$ cat config.mk
export PLATFORM = sky130hd
export DESIGN_NAME = fsc_mod
export DESIGN_NICKNAME = d
export VERILOG_FILES = /design/src/rtl/fsc_pkg.sv /design/src/rtl/fsc_mod.sv
export SDC_FILE = /design/constraint.sdc
export NUM_CORES = 1
export LEC_CHECK = 0
export BUFFER_PORTS_ARGS = -buffer_cell sky130_fd_sc_hd__buf_2
export CORE_ASPECT_RATIO = 2
export CORE_MARGIN = 3
export CORE_UTILIZATION = 59
export DETAILED_ROUTE_END_ITERATION = 16
export PLACE_DENSITY = 0.84
export SLEW_MARGIN = 20
export SYNTH_ARGS = -nofsm -noshare
export SYNTH_HDL_FRONTEND = slang
export SYNTH_SLANG_ARGS = --single-unit
$ cat constraint.sdc
create_clock -name clk_i -period 3.5 [get_ports clk_i]
set_input_delay 1.05 -clock clk_i [delete_from_list [all_inputs] [get_ports clk_i]]
set_output_delay 1.05 -clock clk_i [all_outputs]
set_load 0.02 [all_outputs]
$ cat src/rtl/fsc_pkg.sv
package fsc_pkg;

  localparam int unsigned CntW   = 6;
  localparam int unsigned AddrW  = 32;
  localparam int unsigned LenW   = 7;
  localparam int unsigned FqcW   = 7;
  localparam int unsigned QueueW = 6;

  localparam logic [15:0] EthArp  = 16'h0806;
  localparam logic [15:0] EthVlan = 16'h8100;
  localparam logic [15:0] EthIpv6 = 16'h86DD;
  localparam logic [15:0] EthIpv4 = 16'h0800;
  localparam logic [7:0]  ProtoIcmp   = 8'd1;
  localparam logic [7:0]  ProtoIcmpv6 = 8'd58;

  localparam logic [2:0] CfgSrcCount = 3'd0;
  localparam logic [2:0] CfgDstCount = 3'd1;
  localparam logic [2:0] CfgFlowEt   = 3'd2;
  localparam logic [2:0] CfgFqc      = 3'd3;
  localparam logic [2:0] CfgSockMask = 3'd4;

  localparam logic [2:0] RsnRedirect  = 3'd0;
  localparam logic [2:0] RsnMalformed = 3'd1;
  localparam logic [2:0] RsnArp       = 3'd2;
  localparam logic [2:0] RsnIcmp      = 3'd3;
  localparam logic [2:0] RsnNoSocket  = 3'd4;
  localparam logic [2:0] RsnFiltered  = 3'd5;

  typedef enum logic [1:0] {
    StIdle,
    StStart,
    StRun
  } state_e;

  // token handed from cell to cell along the rule chain
  typedef struct packed {
    logic             valid;
    logic [AddrW-1:0] src_addr;
    logic [AddrW-1:0] dst_addr;
    logic             src_hit;
    logic             dst_hit;
  } link_t;

  typedef struct packed {
    logic             en;
    logic             table_sel;
    logic [4:0]       index;
    logic [AddrW-1:0] network;
    logic [AddrW-1:0] mask;
  } rule_wr_t;

endpackage

$ cat src/rtl/fsc_mod.sv
module fsc_mod (
  input  logic                     clk_i,
  input  logic                     rst_ni,
  input  logic                     start_i,
  input  logic [31:0]              dividend_i,
  input  logic [fsc_pkg::FqcW-1:0] divisor_i,
  output logic                     done_o,
  output logic [fsc_pkg::FqcW-1:0] rem_o
);
  import fsc_pkg::*;

  logic            busy_q, done_q;
  logic [4:0]      cnt_q;
  logic [31:0]     dvd_q;
  logic [FqcW-1:0] div_q, rem_q, rem_d;
  logic [FqcW:0]   trial;

  // one quotient bit a cycle, msb first
  assign trial = {rem_q, dvd_q[31]};
  always_comb begin
    if (trial >= {1'b0, div_q}) begin
      rem_d = FqcW'(trial - {1'b0, div_q});
    end else begin
      rem_d = trial[FqcW-1:0];
    end
  end

  always_ff @(posedge clk_i or negedge rst_ni) begin
    if (!rst_ni) begin
      busy_q <= 1'b0;
      done_q <= 1'b0;
      cnt_q  <= '0;
    end else begin
      done_q <= 1'b0;
      if (start_i) begin
        busy_q <= 1'b1;
        cnt_q  <= '0;
      end else if (busy_q) begin
        cnt_q <= cnt_q + 5'd1;
        if (cnt_q == 5'd31) begin
          busy_q <= 1'b0;
          done_q <= 1'b1;
        end
      end
    end
  end

  always_ff @(posedge clk_i) begin
    if (start_i) begin
      dvd_q <= dividend_i;
      div_q <= divisor_i;
      rem_q <= '0;
    end else if (busy_q) begin
      dvd_q <= {dvd_q[30:0], 1'b0};
      rem_q <= rem_d;
    end
  end

  assign done_o = done_q;
  assign rem_o  = rem_q;

endmodule

==> results.sh <==
export IMPL_outcome="finished, final reports clean"
export IMPL_switchingPower_mw=0.5706
export IMPL_fillers=321
export IMPL_slowest_stage="buf_4"
export IMPL_swShare=0.3295
export IMPL_synthCells=199
export IMPL_p_seq_frac=0.473
export IMPL_cp_max_fo=37
export IMPL_h_tree_depth=2
export IMPL_final_common_cell="buf_2"
export IMPL_fin_skew_ns=0.007960
export IMPL_synth_area_um2=2618
export IMPL_grt_max_degree=38
export IMPL_maxCapViolCount=0
export IMPL_drc_errors=0
export IMPL_synth_distinct_cells=46
export IMPL_multi_input_area_um2=1033
export IMPL_syn_area_per_cell_um2=13.15
export IMPL_clk_path_buf_depth=2
export IMPL_die_y_um=100.2
export IMPL_syn_nets=251
export IMPL_intPower_mw=1.161
export IMPL_ys_async_sr_fraction=0.1321
export IMPL_cp_arrival_ns=2.32
export IMPL_nets=298
export IMPL_first_pass_iters=4
export IMPL_period_share=0.6456
export IMPL_core_area_um2=4170
export IMPL_critPathCaptureType="register"
export IMPL_first_global_vias=1772
export IMPL_power_density_nw_per_um2=584.7
export IMPL_seq_area_frac_synth=0.5679
export IMPL_ctsHoldBuffers=0
export IMPL_clkPwrFrac=0.191
export IMPL_gp_congestion=0.7414
export IMPL_fmax_mhz=442.6
export IMPL_comb_power_share=0.336
export IMPL_final_area_um2=2962
export IMPL_die_width_um=53.10
export IMPL_antenna_found_initial=0
export IMPL_ys_warn_count=0
export IMPL_vdd_drop_max_mv=0.5634
export IMPL_hp_class="reg -> reg"
export IMPL_fin_util=0.7102
export IMPL_drt_total_wl_mm=4.875
export IMPL_fp_row_count=33
export IMPL_dieArea_um2=5320
export IMPL_port_buffers=49
export IMPL_dp_hpwl_mm=3.628
export IMPL_drv_slew=0
export IMPL_drive_gt1_frac=0.3887
export IMPL_place_worst_setup_slack_ns=0.9211
export IMPL_cts_resized=0
export IMPL_drt_iter0_drc=24
export IMPL_track_usage=0.2062
export IMPL_cts_root_buf="clkbuf_8"
export IMPL_post_cts_buffers=0
export IMPL_synth_seq_cells=53
export IMPL_viasPerCell=5.736
export IMPL_hold_start="dvd_q[27]"
export IMPL_crit_chain="buf_2, buf_4, mux2_2"
export IMPL_drtAntennaViolNets=0
export IMPL_start_util=0.6277
export IMPL_clock_sinks=53
export IMPL_cts_buffers=5
export IMPL_p_leak_nw=1.254
export IMPL_synth_edf_count=39
export IMPL_hold_viol=0
export IMPL_synthFlopType="edfxtp_1"
export IMPL_worst_pin_slew_ns=0.7147
export IMPL_grt_pass1_wl_mm=7.935
export IMPL_crit_path_start="start_i"
export IMPL_clkSlewWorstSetupHoldPaths_ns=0.09
export IMPL_setup_tns_final_ns=0
export IMPL_regArea_um2=1486
export IMPL_worst_setup_path_start_kind="primary input"
export IMPL_path_class="in -> reg"
export IMPL_cp_required_ns=3.56
export IMPL_period_minus_slack_ns=2.260
export IMPL_worst_slack_ns=1.240
export IMPL_setup_viol=0
export IMPL_most_common_layout_cells="buf_2, edfxtp_1, mux2_2"
export IMPL_syn2layout_area_growth_pct=13.15
export IMPL_placed_area_um2=2875
export IMPL_rsz0062_at_grt="no"
export IMPL_wl_per_cell_um=16.30
export IMPL_slowest_delay_ns=0.47
export IMPL_max_slew_margin=0.5235
export IMPL_rr_startpoint="dvd_q[31]"
export IMPL_diodes=0
export IMPL_num_vias=1715
export IMPL_clock_latency_ns=0.30
export IMPL_ios=50
export IMPL_cts_tree="yes"
export IMPL_rrSetupSlack_ns=1.48
export IMPL_gr_total_overflow=0
==> cells in the mapped netlist (3+ instances only) <==
cell type  number  area share
ha_1            9       0.043
mux2_2         31        0.13
inv_1          10       0.014
nand2_1         8       0.011
buf_4           3      0.0086
xnor2_1         3       0.010
nand3_1         5      0.0096
dfrtp_1         7       0.067
dfxtp_1         7       0.054
o21ai_0         4      0.0076
clkbuf_1        3      0.0043
xor2_1          3       0.010
nor2b_1         4      0.0096
nor2_1         13       0.019
a31oi_1         5       0.012
nor3b_1         7       0.020
edfxtp_1       39        0.45
==> registers in the layout, indices dropped and copies added (netlist names) <==
register,count
busy_q,1
done_o,1
cnt_q,5
dvd_q,32
div_q,7
rem_o,7
==> worst max-delay path: cells and delay by family <==
kind / cells / cell delay, ns
buffers and inverters: 2 / 0.86
muxes: 1 / 0.39
==> kinds of logic after synthesis <==
logic type / count (synthesis) / synth area share
buffers and inverters: 20 / 0.03728
adder cells (fa/ha/maj): 10 / 0.05067
flip-flops: 53 / 0.5679
AND/OR/NAND/NOR: 50 / 0.1023
AO/OA/AOI/OAI: 27 / 0.08078
XOR/XNOR: 6 / 0.02008
multiplexers: 33 / 0.1410
==> power by group through the flow <==
stage | sequential [mW] | combinational (mW) | clock (mW)
after CTS | 0.821 | 0.580 | 0.343
after global placement | 0.833 | 0.561 | 0
final | 0.819 | 0.581 | 0.331
after global routing | 0.830 | 0.636 | 0.358
after detailed placement | 0.833 | 0.577 | 0
after floorplan | 0.854 | 0.404 | 0
==> stage by stage <==
step | power, mW | cells | hold slack (ns)
finish | 1.732 | 299 | 0.5542
global route | 1.823 | 299 | 0.5620
CTS | 1.743 | 299 | 0.5578
detailed placement | 1.411 | 291 | 0.5360
global placement | 1.394 | 291 | 0.5137
floorplan | 1.258 | 199 | 0.4928
==> layer usage <==
layer,vias to the layer above,global-route usage,share of wire
met1,819,0.2301,0.37
met2,54,0.3669,0.56
met4,0,0.09646,0.030
li1,832,-,-
met5,-,0,0
met3,10,0.03269,0.039
==> final cells by class <==
| type | instances | share of cell area |
|---|---|---|
| Clock inverter | 3 | 0.005915 |
| Clock buffer | 5 | 0.02324 |
| Tap cell | 52 | 0.02197 |
| Inverter | 10 | 0.01267 |
| Multi-Input combinational cell | 126 | 0.3490 |
| Timing Repair Buffer | 50 | 0.08534 |
| Sequential cell | 53 | 0.5019 |
==> worst paths after layout <==
| check | end | cells past startpoint |
|---|---|---|
| worst max-delay path | dvd_q[1] | 3 |
| worst min-delay path | dvd_q[28] | 1 |
| worst max register to register | rem_o[2] | 8 |
| worst min register to register | dvd_q[28] | 1 |
| max in group asynchronous | cnt_q[1] | 1 |
| min in group asynchronous | done_o | 1 |
Note: power is estimated with default switching activity, not from simulation.
