==> config.mk <==
export PLATFORM = sky130hd
export DESIGN_NAME = fsc_cell
export DESIGN_NICKNAME = d
export VERILOG_FILES = /design/src/rtl/fsc_pkg.sv /design/src/rtl/fsc_cell.sv
export SDC_FILE = /design/constraint.sdc
export NUM_CORES = 1
export LEC_CHECK = 0
export ABC_AREA = 1
export BUFFER_PORTS_ARGS = -buffer_cell sky130_fd_sc_hd__buf_2
export CAP_MARGIN = 20
export CORE_MARGIN = 2
export CORE_UTILIZATION = 54
export DETAILED_ROUTE_END_ITERATION = 8
export PLACE_DENSITY = 0.85
export SLEW_MARGIN = 10
export SYNTH_ARGS = -nofsm -noshare
export SYNTH_HDL_FRONTEND = slang
export SYNTH_SLANG_ARGS = --single-unit
==> constraint.sdc <==
create_clock -name clk_i -period 2.9 [get_ports clk_i]
set_input_delay 0.58 -clock clk_i [delete_from_list [all_inputs] [get_ports clk_i]]
set_output_delay 0.58 -clock clk_i [all_outputs]
set_load 0.03 [all_outputs]
==> src/rtl/fsc_pkg.sv <==
package fsc_pkg;

  localparam int unsigned CntW   = 6;
  localparam int unsigned AddrW  = 32;
  localparam int unsigned LenW   = 7;
  localparam int unsigned FqcW   = 7;
  localparam int unsigned QueueW = 6;

  localparam logic [15:0] EthArp  = 16'h0806;
  localparam logic [15:0] EthVlan = 16'h8100;
  localparam logic [15:0] EthIpv6 = 16'h86DD;
  localparam logic [15:0] EthIpv4 = 16'h0800;
  localparam logic [7:0]  ProtoIcmp   = 8'd1;
  localparam logic [7:0]  ProtoIcmpv6 = 8'd58;

  localparam logic [2:0] CfgSrcCount = 3'd0;
  localparam logic [2:0] CfgDstCount = 3'd1;
  localparam logic [2:0] CfgFlowEt   = 3'd2;
  localparam logic [2:0] CfgFqc      = 3'd3;
  localparam logic [2:0] CfgSockMask = 3'd4;

  localparam logic [2:0] RsnRedirect  = 3'd0;
  localparam logic [2:0] RsnMalformed = 3'd1;
  localparam logic [2:0] RsnArp       = 3'd2;
  localparam logic [2:0] RsnIcmp      = 3'd3;
  localparam logic [2:0] RsnNoSocket  = 3'd4;
  localparam logic [2:0] RsnFiltered  = 3'd5;

  typedef enum logic [1:0] {
    StIdle,
    StStart,
    StRun
  } state_e;

  // token handed from cell to cell along the rule chain
  typedef struct packed {
    logic             valid;
    logic [AddrW-1:0] src_addr;
    logic [AddrW-1:0] dst_addr;
    logic             src_hit;
    logic             dst_hit;
  } link_t;

  typedef struct packed {
    logic             en;
    logic             table_sel;
    logic [4:0]       index;
    logic [AddrW-1:0] network;
    logic [AddrW-1:0] mask;
  } rule_wr_t;

endpackage

==> src/rtl/fsc_cell.sv <==
module fsc_cell #(
  parameter int unsigned Idx = 0
) (
  input  logic                     clk_i,
  input  logic                     rst_ni,
  input  fsc_pkg::rule_wr_t        wr_i,
  input  logic [fsc_pkg::CntW-1:0] src_nrules_i,
  input  logic [fsc_pkg::CntW-1:0] dst_nrules_i,
  input  fsc_pkg::link_t           link_i,
  output fsc_pkg::link_t           link_o
);
  import fsc_pkg::*;

  logic [AddrW-1:0] src_net_q, src_mask_q, dst_net_q, dst_mask_q;
  logic             valid_q;
  logic [AddrW-1:0] src_addr_q, dst_addr_q;
  logic             src_hit_q, dst_hit_q;
  logic             hit_src, hit_dst, wr_here;

  assign wr_here = wr_i.en && (32'(wr_i.index) == 32'(Idx));

  always_ff @(posedge clk_i) begin
    if (wr_here && !wr_i.table_sel) begin
      src_net_q  <= wr_i.network;
      src_mask_q <= wr_i.mask;
    end
    if (wr_here && wr_i.table_sel) begin
      dst_net_q  <= wr_i.network;
      dst_mask_q <= wr_i.mask;
    end
  end

  // a cell only counts when it lies below the programmed rule count
  assign hit_src = (32'(Idx) < 32'(src_nrules_i)) &&
                   ((link_i.src_addr & src_mask_q) == (src_net_q & src_mask_q));
  assign hit_dst = (32'(Idx) < 32'(dst_nrules_i)) &&
                   ((link_i.dst_addr & dst_mask_q) == (dst_net_q & dst_mask_q));

  always_ff @(posedge clk_i or negedge rst_ni) begin
    if (!rst_ni) begin
      valid_q <= 1'b0;
    end else begin
      valid_q <= link_i.valid;
    end
  end

  always_ff @(posedge clk_i) begin
    src_addr_q <= link_i.src_addr;
    dst_addr_q <= link_i.dst_addr;
    src_hit_q  <= link_i.src_hit | hit_src;
    dst_hit_q  <= link_i.dst_hit | hit_dst;
  end

  assign link_o = '{valid: valid_q, src_addr: src_addr_q, dst_addr: dst_addr_q,
                    src_hit: src_hit_q, dst_hit: dst_hit_q};

endmodule

==> metrics.cfg, run 1 <==
[finish]
final_util = 0.710
area_delta_synth_final_pct = 28.6
fin_area_um2 = 8490
fin_nets = 906
antenna_cells = 0
drive_above_1_share = 0.334

[route]
drt_iter0_drc = 206
vias = 4463
routed_wirelength_mm = 13.3
drc = 0
first_pass_iters = 4
drtAntennaViolNets = 0
viasPerCell = 4.88
avgRoutedWirePerCell_um = 14.5

[clocking]
path_clk_slew_ps = 60
cts.sinks = 195
clock_latency_ps = 410
cts_tree = done
clockBufferDepth = 2
cts_inserted_buffers = 17
htreeDepth = 4
cts_resized = 0
cts_root_buf = clkbuf_16

[yosys]
synthTopCellsByArea = edfxtp_1 58%, dfxtp_1 20%, nand2_1 7.0%
synthArstFlopShare = 0.00513
synth_cells = 515
yosysTopAreaCell = edfxtp_1
synth_nets = 667
synth_area_um2 = 6600
avgSynthCellArea_um2 = 12.8
ys_seq_elements = 195
synth_common_cells = 128 x edfxtp_1, 124 x nand2_1, 66 x dfxtp_1
synth_warnings = 0
ys_seq_area_frac = 0.786
yosysTopAreaCellShare = 0.582
synth_edf_count = 128
synth_flop_cell = edfxtp_1
ys_types = 17
synth_most_common_cell = edfxtp_1

[pwr]
pwr-share-clk = 0.398
p_per_area_nw_per_um2 = 664
p_sw_frac = 0.210
vdd_drop_max_mv = 0.603
seq_power_share = 0.538
comb_power_share = 0.065
p_int_w = 0.00445
p_switching_w = 0.00119
leakage_nw = 3.77

[placement]
gp_congestion = 0.806
post-dp-hpwl_mm = 10.0
placed_area_um2 = 7900
place_ws_ps = 898
portBuffers = 218

[min_path]
hold_path_startpoint = link_i[66]
min_path_cells = 1
hp-class = input port to flip-flop
holdPathEnd = valid_q

[floorplan]
die_h_um = 115
dieWidth_um = 115
start_util = 0.552
ioPinCount = 219
rows = 40
die_area_um2 = 13100
core-area_um2 = 12000

[run]
maxCapViolations = 0

[worst_setup_path]
crit_path_end_kind = flip-flop
reg2reg_from = src_net_q[4]
crit_path_start_kind = input port
path_class = input port to flip-flop
r2r_cells = 9
cp.required_ps = 2960
arrival_ps = 1600
timing.rr.end = src_hit_q
crit_fanout = 34
r2r_slack_ps = 1590

[sta]
relSlewSlack = 0.693
setup_viol_count_final = 0
whs_ps = 277
slew_viol_final = 0
setup_ws_ps = 1360
finClkSkew_ps = 6.48
fin_crit_sh = 0.532
tightest_slew_ps = 460
max_freq_mhz = 648
min_period_ps = 1540
hold_viol = 0
rsz0062_at_grt = no

[global_routing]
overflow = 0
grt_pass1_wl_mm = 19.9
grt_pass1_vias = 4482
grt_max_degree = 35
antenna_found_initial = 1
track_usage = 0.205

[outcome]
status = complete, no violations

==> state kept, by name, summed over array words and instances, names as in the netlist <==
signal	count
dst_addr_q	32
dst_mask_q	32
dst_net_q	32
src_addr_q	32
src_mask_q	32
src_net_q	32
dst_hit_q	1
src_hit_q	1
valid_q	1
==> timing repair <==
| action | CTS | global route |
|---|---|---|
| hold buffers | 1 | 0 |
| buffers inserted | 0 | 0 |
| endpoints found under the hold margin | 1 | 0 |
==> cells by family after synthesis <==
logic type / synth area share
flip-flops: 0.786
XOR/XNOR: 0.00133
AO/OA/AOI/OAI: 0.00758
AND/OR/NAND/NOR: 0.173
buffers and inverters: 0.0324
==> area by class of cell <==
cell class | instances | area [um2]
Tap cell | 147 | 184
Clock inverter | 6 | 38.8
Sequential cell | 195 | 5190
Timing Repair Buffer | 223 | 1130
Clock buffer | 26 | 543
Fill cell | 777 | 3470
Inverter | 51 | 191
Multi-Input combinational cell | 266 | 1210
==> worst max-delay path: stages <==
cell     delay (ps)
buf_2           100
nor2_1          100
nand4_1         220
nor2_4          160
buf_4           420
==> layer usage <==
layer / routed length [um] / up-vias / GRT usage
li1: - / 2191 / -
met1: 5140 / 2066 / 0.223
met2: 6760 / 177 / 0.367
met3: 1010 / 29 / 0.0651
met4: 367 / 0 / 0.0927
met5: 0 / - / 0
==> placed cells by master (no fill, tap or decap), types with 2 or more instances in the layout <==
cell type and instances:
or2_0 2, clkbuf_8 2, buf_4 4, dfxtp_1 66, nand3_2 4, nor2_1 37
inv_4 3, a21oi_1 4, clkbuf_1 4, nor2_4 2, edfxtp_1 128, buf_2 218
inv_1 51, nand3_1 55, o21a_1 2, clkinvlp_4 2, or2_1 30, clkbuf_16 20
o21ai_0 3, nand2_1 124
==> power groups by stage <==
| stage | Sequential (W) | Combinational (W) | Clock (W) |
|---|---|---|---|
| 2_1_floorplan | 0.00319 | 0.0000667 | 0 |
| 3_3_place_gp | 0.00309 | 0.000350 | 0 |
| 3_5_place_dp | 0.00309 | 0.000364 | 0 |
| 4_1_cts | 0.00303 | 0.000366 | 0.00228 |
| 5_1_grt | 0.00304 | 0.000395 | 0.00239 |
| 6_report | 0.00303 | 0.000364 | 0.00224 |
==> through the flow <==
stage	total power, W	setup TNS (ps)	instances
6_report	0.00564	0	914
3_3_place_gp	0.00344	0	881
3_5_place_dp	0.00346	0	881
2_1_floorplan	0.00326	-134370	515
4_1_cts	0.00567	0	914
5_1_grt	0.00582	0	914
==> worst max path at each step <==
| stage | from | end | slack (ps) | depth (start not counted) |
|---|---|---|---|---|
| finish | wr_i[67] | dst_mask_q[21] | 1360 | 5 |
| CTS | wr_i[67] | dst_net_q[19] | 1350 | 5 |
| global route | wr_i[67] | dst_net_q[19] | 1250 | 5 |
| floorplan | wr_i[67] | dst_mask_q[0] | -1050 | 3 |
| detailed placement | wr_i[67] | dst_net_q[24] | 900 | 5 |
| global placement | wr_i[67] | dst_net_q[21] | 990 | 5 |
Power figures use the tool's default switching activity.
==> run 2, diff against run 1 <==
- ABC_AREA: 1 -> 0
- CORE_UTILIZATION: 54 -> 49
- PLACE_DENSITY: 0.85 -> 0.79
- clock period: 2.9 -> 1.6 ns (I/O delays scaled with it)
==> run 2 against run 1 <==
Clock power is 89% higher. Largest cell class unchanged. Die area up 2.7%. Worst setup slack lost 1300 ps.
==> metrics.cfg, run 2 <==
[yosys]
synth_area_um2 = 6160  ; -6.7%
synth_cells = 315  ; -39%
synth_nets = 467  ; -30%
avgSynthCellArea_um2 = 19.6  ; +52%
yosysTopAreaCellShare = 0.624  ; +0.0420
ys_seq_elements = 195  ; unchanged
synth_warnings = 0  ; unchanged
synth_most_common_cell = edfxtp_1
synthTopCellsByArea = edfxtp_1 62%, dfxtp_1 21%, xor2_1 9.1%
synth_common_cells = 128 x edfxtp_1, 66 x dfxtp_1, 64 x xor2_1
synth_flop_cell = edfxtp_1
yosysTopAreaCell = edfxtp_1
ys_seq_area_frac = 0.843  ; +0.0567
synthArstFlopShare = 0.00513  ; unchanged
ys_types = 16  ; -1
synth_edf_count = 128  ; unchanged

[finish]
layout_common_cells = 218 x buf_2, 128 x edfxtp_1, 66 x dfxtp_1
fin_area_um2 = 8240  ; -3.0%
drive_above_1_share = 0.469  ; +0.135
final_common_cell = buf_2
area_delta_synth_final_pct = 33.8
fin_nets = 713  ; -21%

[clocking]
path_clk_slew_ps = 70  ; about the same
cts_tree = done
clock_latency_ps = 420  ; about the same
cts_root_buf = clkbuf_16
clockBufferDepth = 2  ; unchanged
cts.sinks = 195  ; unchanged
htreeDepth = 4  ; unchanged
cts_inserted_buffers = 17  ; unchanged
post_cts_buffers = 0  ; unchanged

[worst_setup_path]
arrival_ps = 1890  ; +290 ps
crit_fanout = 1  ; -97%
cp.required_ps = 1970  ; -990 ps
crit_path_end_kind = flip-flop
crit_path_start_kind = flip-flop
path_class = flip-flop to flip-flop

[route]
drc = 0  ; unchanged
avgRoutedWirePerCell_um = 17.4  ; +20%
vias = 3565  ; -20%
dr_wl_met3_mm = 1.05  ; +3.6%
drtAntennaViolNets = 0  ; unchanged
wl_met2_mm = 6.58  ; -2.6%
topRoutingLayerUsed = met4
wl_met1_mm = 5.08  ; -1.1%
drt_iter0_drc = 165  ; -20%
viasPerCell = 4.80  ; -1.7%
routed_wirelength_mm = 13.0  ; -2.4%
first_pass_iters = 4  ; unchanged

[global_routing]
antenna_found_initial = 2  ; +1
track_usage = 0.197  ; -0.00812
grt_pass1_vias = 3767  ; -16%
grt_pass1_wl_mm = 18.9  ; -5.5%
overflow = 0  ; unchanged
grt_max_degree = 36  ; +2.9%

[run]
maxCapViolations = 0  ; unchanged

[sta]
relSlewSlack = 0.633  ; -0.0608
fin_crit_sh = 0.951
hold_viol = 0  ; unchanged
tightest_slew_ps = 551  ; +91.2 ps
setup_viol_count_final = 0  ; unchanged
setup_ws_ps = 78.5  ; -1280 ps
max_freq_mhz = 657
slew_viol_final = 0  ; unchanged
fin_setup_tns_ps = 0  ; unchanged
finClkSkew_ps = 4.44  ; -2.03 ps
min_period_ps = 1520

[floorplan]
die_area_um2 = 13500  ; +2.7%
core-area_um2 = 12200  ; +1.7%
start_util = 0.506  ; -0.0456
die_h_um = 116  ; +1.3%
rows = 40  ; unchanged
ioPinCount = 219  ; unchanged
dieWidth_um = 116  ; +1.3%

[min_path]
hp-class = input port to flip-flop

[placement]
place_ws_ps = -28.2  ; -927 ps
portBuffers = 218  ; unchanged
gp_congestion = 0.777  ; -3.6%
placed_area_um2 = 7600  ; -3.8%
post-dp-hpwl_mm = 9.88  ; -1.7%

[outcome]
status = complete, no violations

[pwr]
vdd_drop_max_mv = 0.928  ; +54%
p_per_area_nw_per_um2 = 1260  ; +90%
leakage_nw = 3.34  ; -11%
design_power_total_w = 0.0104  ; +84%

-- run 2: cell count changes after synthesis, moves of 5 or more --
cell and change:
nand2_1 -123, nor2_1 -35, nand4_1 +5, a22oi_1 +26, xor2_1 +63, or2_1 -30, nand3_1 -53, inv_1 -51
-- run 2: final timing paths --
kind                                from             to  slack (ps)  cells after the start
max reg2reg                dst_net_q[23]      dst_hit_q          80                      5
min in group asynchronous         rst_ni        valid_q         200                      2
max in group asynchronous         rst_ni        valid_q        1320                      2
max                        dst_net_q[23]      dst_hit_q          80                      5
min                           link_i[42]  src_addr_q[8]          20                      1
min reg2reg                src_mask_q[7]      src_hit_q         660                      2
-- run 2: final cells by class --
cell class | count | area, um2
multi-input cells | 117 | 991
well taps | 168 | 210
clock buffers | 18 | 439
flip-flops and latches | 195 | 5190
fillers | 849 | 3920
clock inverters | 14 | 160
repair buffers | 230 | 1250
diodes | 1 | 2.50
-- run 2: kinds of logic after synthesis --
| family | share of synthesized area |
|---|---|
| flip-flops | 0.843 |
| buffers and inverters | 0.00366 |
| AND/OR/NAND/NOR | 0.0173 |
| AO/OA/AOI/OAI | 0.0455 |
| XOR/XNOR | 0.0910 |
-- run 2: power breakdown --
part	leakage [nW]	internal (W)	total (W)	switching [W]
Sequential	1.72	0.00547	0.00550	0.0000277
Combinational	1.33	0.000269	0.000680	0.000411
Clock	0.293	0.00249	0.00423	0.00174
Total	3.34	0.00822	0.0104	0.00218
-- run 2: layer usage --
layer	vias up	GRT usage
met3	17	0.0669
met5	-	0
met1	1692	0.231
li1	1687	-
met4	0	0.0738
met2	169	0.340
-- run 2: repair_timing --
action,in CTS,in global routing
hold endpoints to repair,2,0
hold buffers,2,0
resized for setup,0,3
setup endpoints to repair,0,2
-- run 2: worst max-delay path, stage by stage (launching register included) --
cell and delay [ps]:
edfxtp_1 400, xor2_1 160, a22oi_2 240, nand4_1 250, nor4_2 270, a21o_1 140
-- run 2: stage by stage --
step,utilization,instances,hold slack [ps]
after floorplan,-,315,24.4
after global placement,0.625,708,94.1
after detailed placement,0.625,708,96.4
after CTS,0.676,742,2.50
after global routing,0.677,742,1.04
final,0.678,743,20.5
==> run 3, diff against run 2 <==
- CORE_UTILIZATION: 49 -> 35
- PLACE_DENSITY: 0.79 -> unset
==> run 3 against run 2 <==
Clock-buffer cell count decreased by 1. First-iteration DRC count is 4.8% lower. Clock skew is 0.88 ps higher. Maximum frequency increased by 0.50%. Clock power is 4% higher. Final area up 2.2%.
==> metrics.cfg, run 3 (same netlist as run 2, synthesis figures left out) <==
[outcome]
status = complete, no violations

[clocking]
cts.sinks = 195  ; unchanged
cts_tree = done
cts_root_buf = clkbuf_16
path_clk_slew_ps = 70  ; about the same
clock_latency_ps = 420  ; about the same
clockBufferDepth = 2  ; unchanged
htreeDepth = 4  ; unchanged
cts_inserted_buffers = 17  ; unchanged

[floorplan]
dieWidth_um = 137  ; +18%
rows = 48  ; +20%
die_area_um2 = 18700  ; +39%
core-area_um2 = 17200  ; +42%
start_util = 0.357  ; -0.149
ioPinCount = 219  ; unchanged
die_h_um = 137  ; +18%

[worst_setup_path]
crit_fanout = 1  ; unchanged
slowest_delay_ps = 400  ; about the same
crit_buf_inv = 0  ; unchanged
critical_path.cell_chain = xor2_1 -> a22oi_1 -> nand4_1 -> nor4_4 -> a21o_1
worst_path_max_delay_cell = edfxtp_1
arrival_ps = 1880  ; about the same
path_delay_family = simple AND/OR/NAND/NOR gates
path_class = flip-flop to flip-flop
crit_path_end_kind = flip-flop
crit_path_start_kind = flip-flop
cp.required_ps = 1970  ; about the same

[sta]
min_period_ps = 1510  ; -7.50 ps
fin_crit_sh = 0.946  ; -0.00469
setup_viol_count_final = 0  ; unchanged
rsz0062_at_grt = yes
relSlewSlack = 0.669  ; +0.0362
hold_viol = 0  ; unchanged
finClkSkew_ps = 5.33  ; +0.884 ps
max_freq_mhz = 661  ; +0.50%
whs_ps = 21.0  ; +0.564 ps
tightest_slew_ps = 497  ; -54.3 ps
slew_viol_final = 0  ; unchanged

[route]
drtAntennaViolNets = 0  ; unchanged
avgRoutedWirePerCell_um = 16.5  ; -5.5%
vias = 3506  ; -1.7%
routed_wirelength_mm = 13.2  ; +2.2%
viasPerCell = 4.36  ; -9.1%
drc = 0  ; unchanged
first_pass_iters = 4  ; unchanged
drt_iter0_drc = 157  ; -4.8%

[pwr]
design_power_total_w = 0.0106  ; +1.9%
leakage_nw = 3.38  ; +0.99%
vdd_drop_max_mv = 0.702  ; -24%
p_per_area_nw_per_um2 = 1260  ; -0.27%

[finish]
instances_no_fill = 804  ; +8.2%
fillers = 1499  ; +77%
drive_above_1_share = 0.472  ; +0.00368
area_delta_synth_final_pct = 36.7
layout_common_cells = 218 x buf_2, 128 x edfxtp_1, 66 x dfxtp_1
fin_nets = 717  ; +0.56%
seqCellArea_um2 = 5190  ; unchanged
multi_input_area_um2 = 1030  ; +4.0%
final_common_cell = buf_2

[min_path]
hp-class = input port to flip-flop

[placement]
post-dp-hpwl_mm = 10.0  ; +1.5%
placed_cells = 763  ; +7.8%
portBuffers = 218  ; unchanged
gp_congestion = 0.700  ; -9.9%

[run]
maxCapViolations = 0  ; unchanged

[global_routing]
track_usage = 0.141  ; -0.0564
grt_pass1_wl_mm = 19.0  ; +0.69%
grt_max_degree = 37  ; +2.8%
grt_pass1_vias = 3595  ; -4.6%
antenna_found_initial = 1  ; -1
overflow = 0  ; unchanged

==> run 3: cell count changes in the layout (fill, tap and decap cells not counted) <==
| cell | delta |
|---|---|
| a22oi_1 | -4 |
| a22oi_2 | +4 |
| buf_4 | -2 |
| clkbuf_8 | -1 |
| clkinv_2 | -5 |
| dlygate4sd3_1 | +6 |
| inv_6 | +3 |
| inv_8 | +3 |
| nand3_1 | -1 |
| nand3_2 | +1 |
| nor4_1 | -1 |
| nor4_4 | +1 |
==> run 3: area by class of cell <==
class | instances | share of cell area
Clock buffer | 17 | 0.0505
Clock inverter | 15 | 0.0232
Timing Repair Buffer | 234 | 0.154
Antenna cell | 1 | 0.000297
Tap cell | 225 | 0.0334
Sequential cell | 195 | 0.616
Multi-Input combinational cell | 117 | 0.122
==> run 3: routing by layer <==
layer | GRT usage | up-vias | routed length (um) | part of all wire
met2 | 0.227 | 140 | 6360 | 0.48
met4 | 0.0503 | 0 | 180 | 0.014
met3 | 0.0437 | 12 | 973 | 0.073
met5 | 0 | - | 0 | 0
li1 | - | 1690 | - | -
met1 | 0.180 | 1664 | 5730 | 0.43
==> run 3: timing repair <==
item,4_1_cts,5_1_grt
endpoints found under the setup margin,2,2
setup buffers,0,0
hold buffers,7,1
gates resized for setup,7,3
cloned,0,0
endpoints found under the hold margin,7,1
pin swaps,4,1
==> run 3: path summary, 6_finish.rpt <==
check | from | to | slack [ps] | cells past startpoint
setup / recovery | dst_net_q[1] | dst_hit_q | 90 | 5
hold / removal | link_i[43] | src_addr_q[9] | 20 | 1
setup reg to reg | dst_net_q[1] | dst_hit_q | 90 | 5
hold reg to reg | src_mask_q[7] | src_hit_q | 650 | 2
max in group asynchronous | rst_ni | valid_q | 1330 | 2
min in group asynchronous | rst_ni | valid_q | 190 | 2
==> run 3: through the flow <==
stage	setup WS [ps]	util	instance area [um2]	TNS (ps)
5_1_grt	-58.3	0.488	8420	-103
4_1_cts	5.53	0.487	8390	0
2_1_floorplan	-481	-	6180	-49930
3_3_place_gp	-239	0.444	7660	-379
3_5_place_dp	-225	0.444	7660	-749
6_report	86.0	0.488	8420	0
==> run 3: power breakdown <==
part | leakage [nW] | internal (W) | switching, W
Sequential | 1.72 | 0.00547 | 0.0000277
Clock | 0.298 | 0.00251 | 0.00190
Combinational | 1.36 | 0.000277 | 0.000410
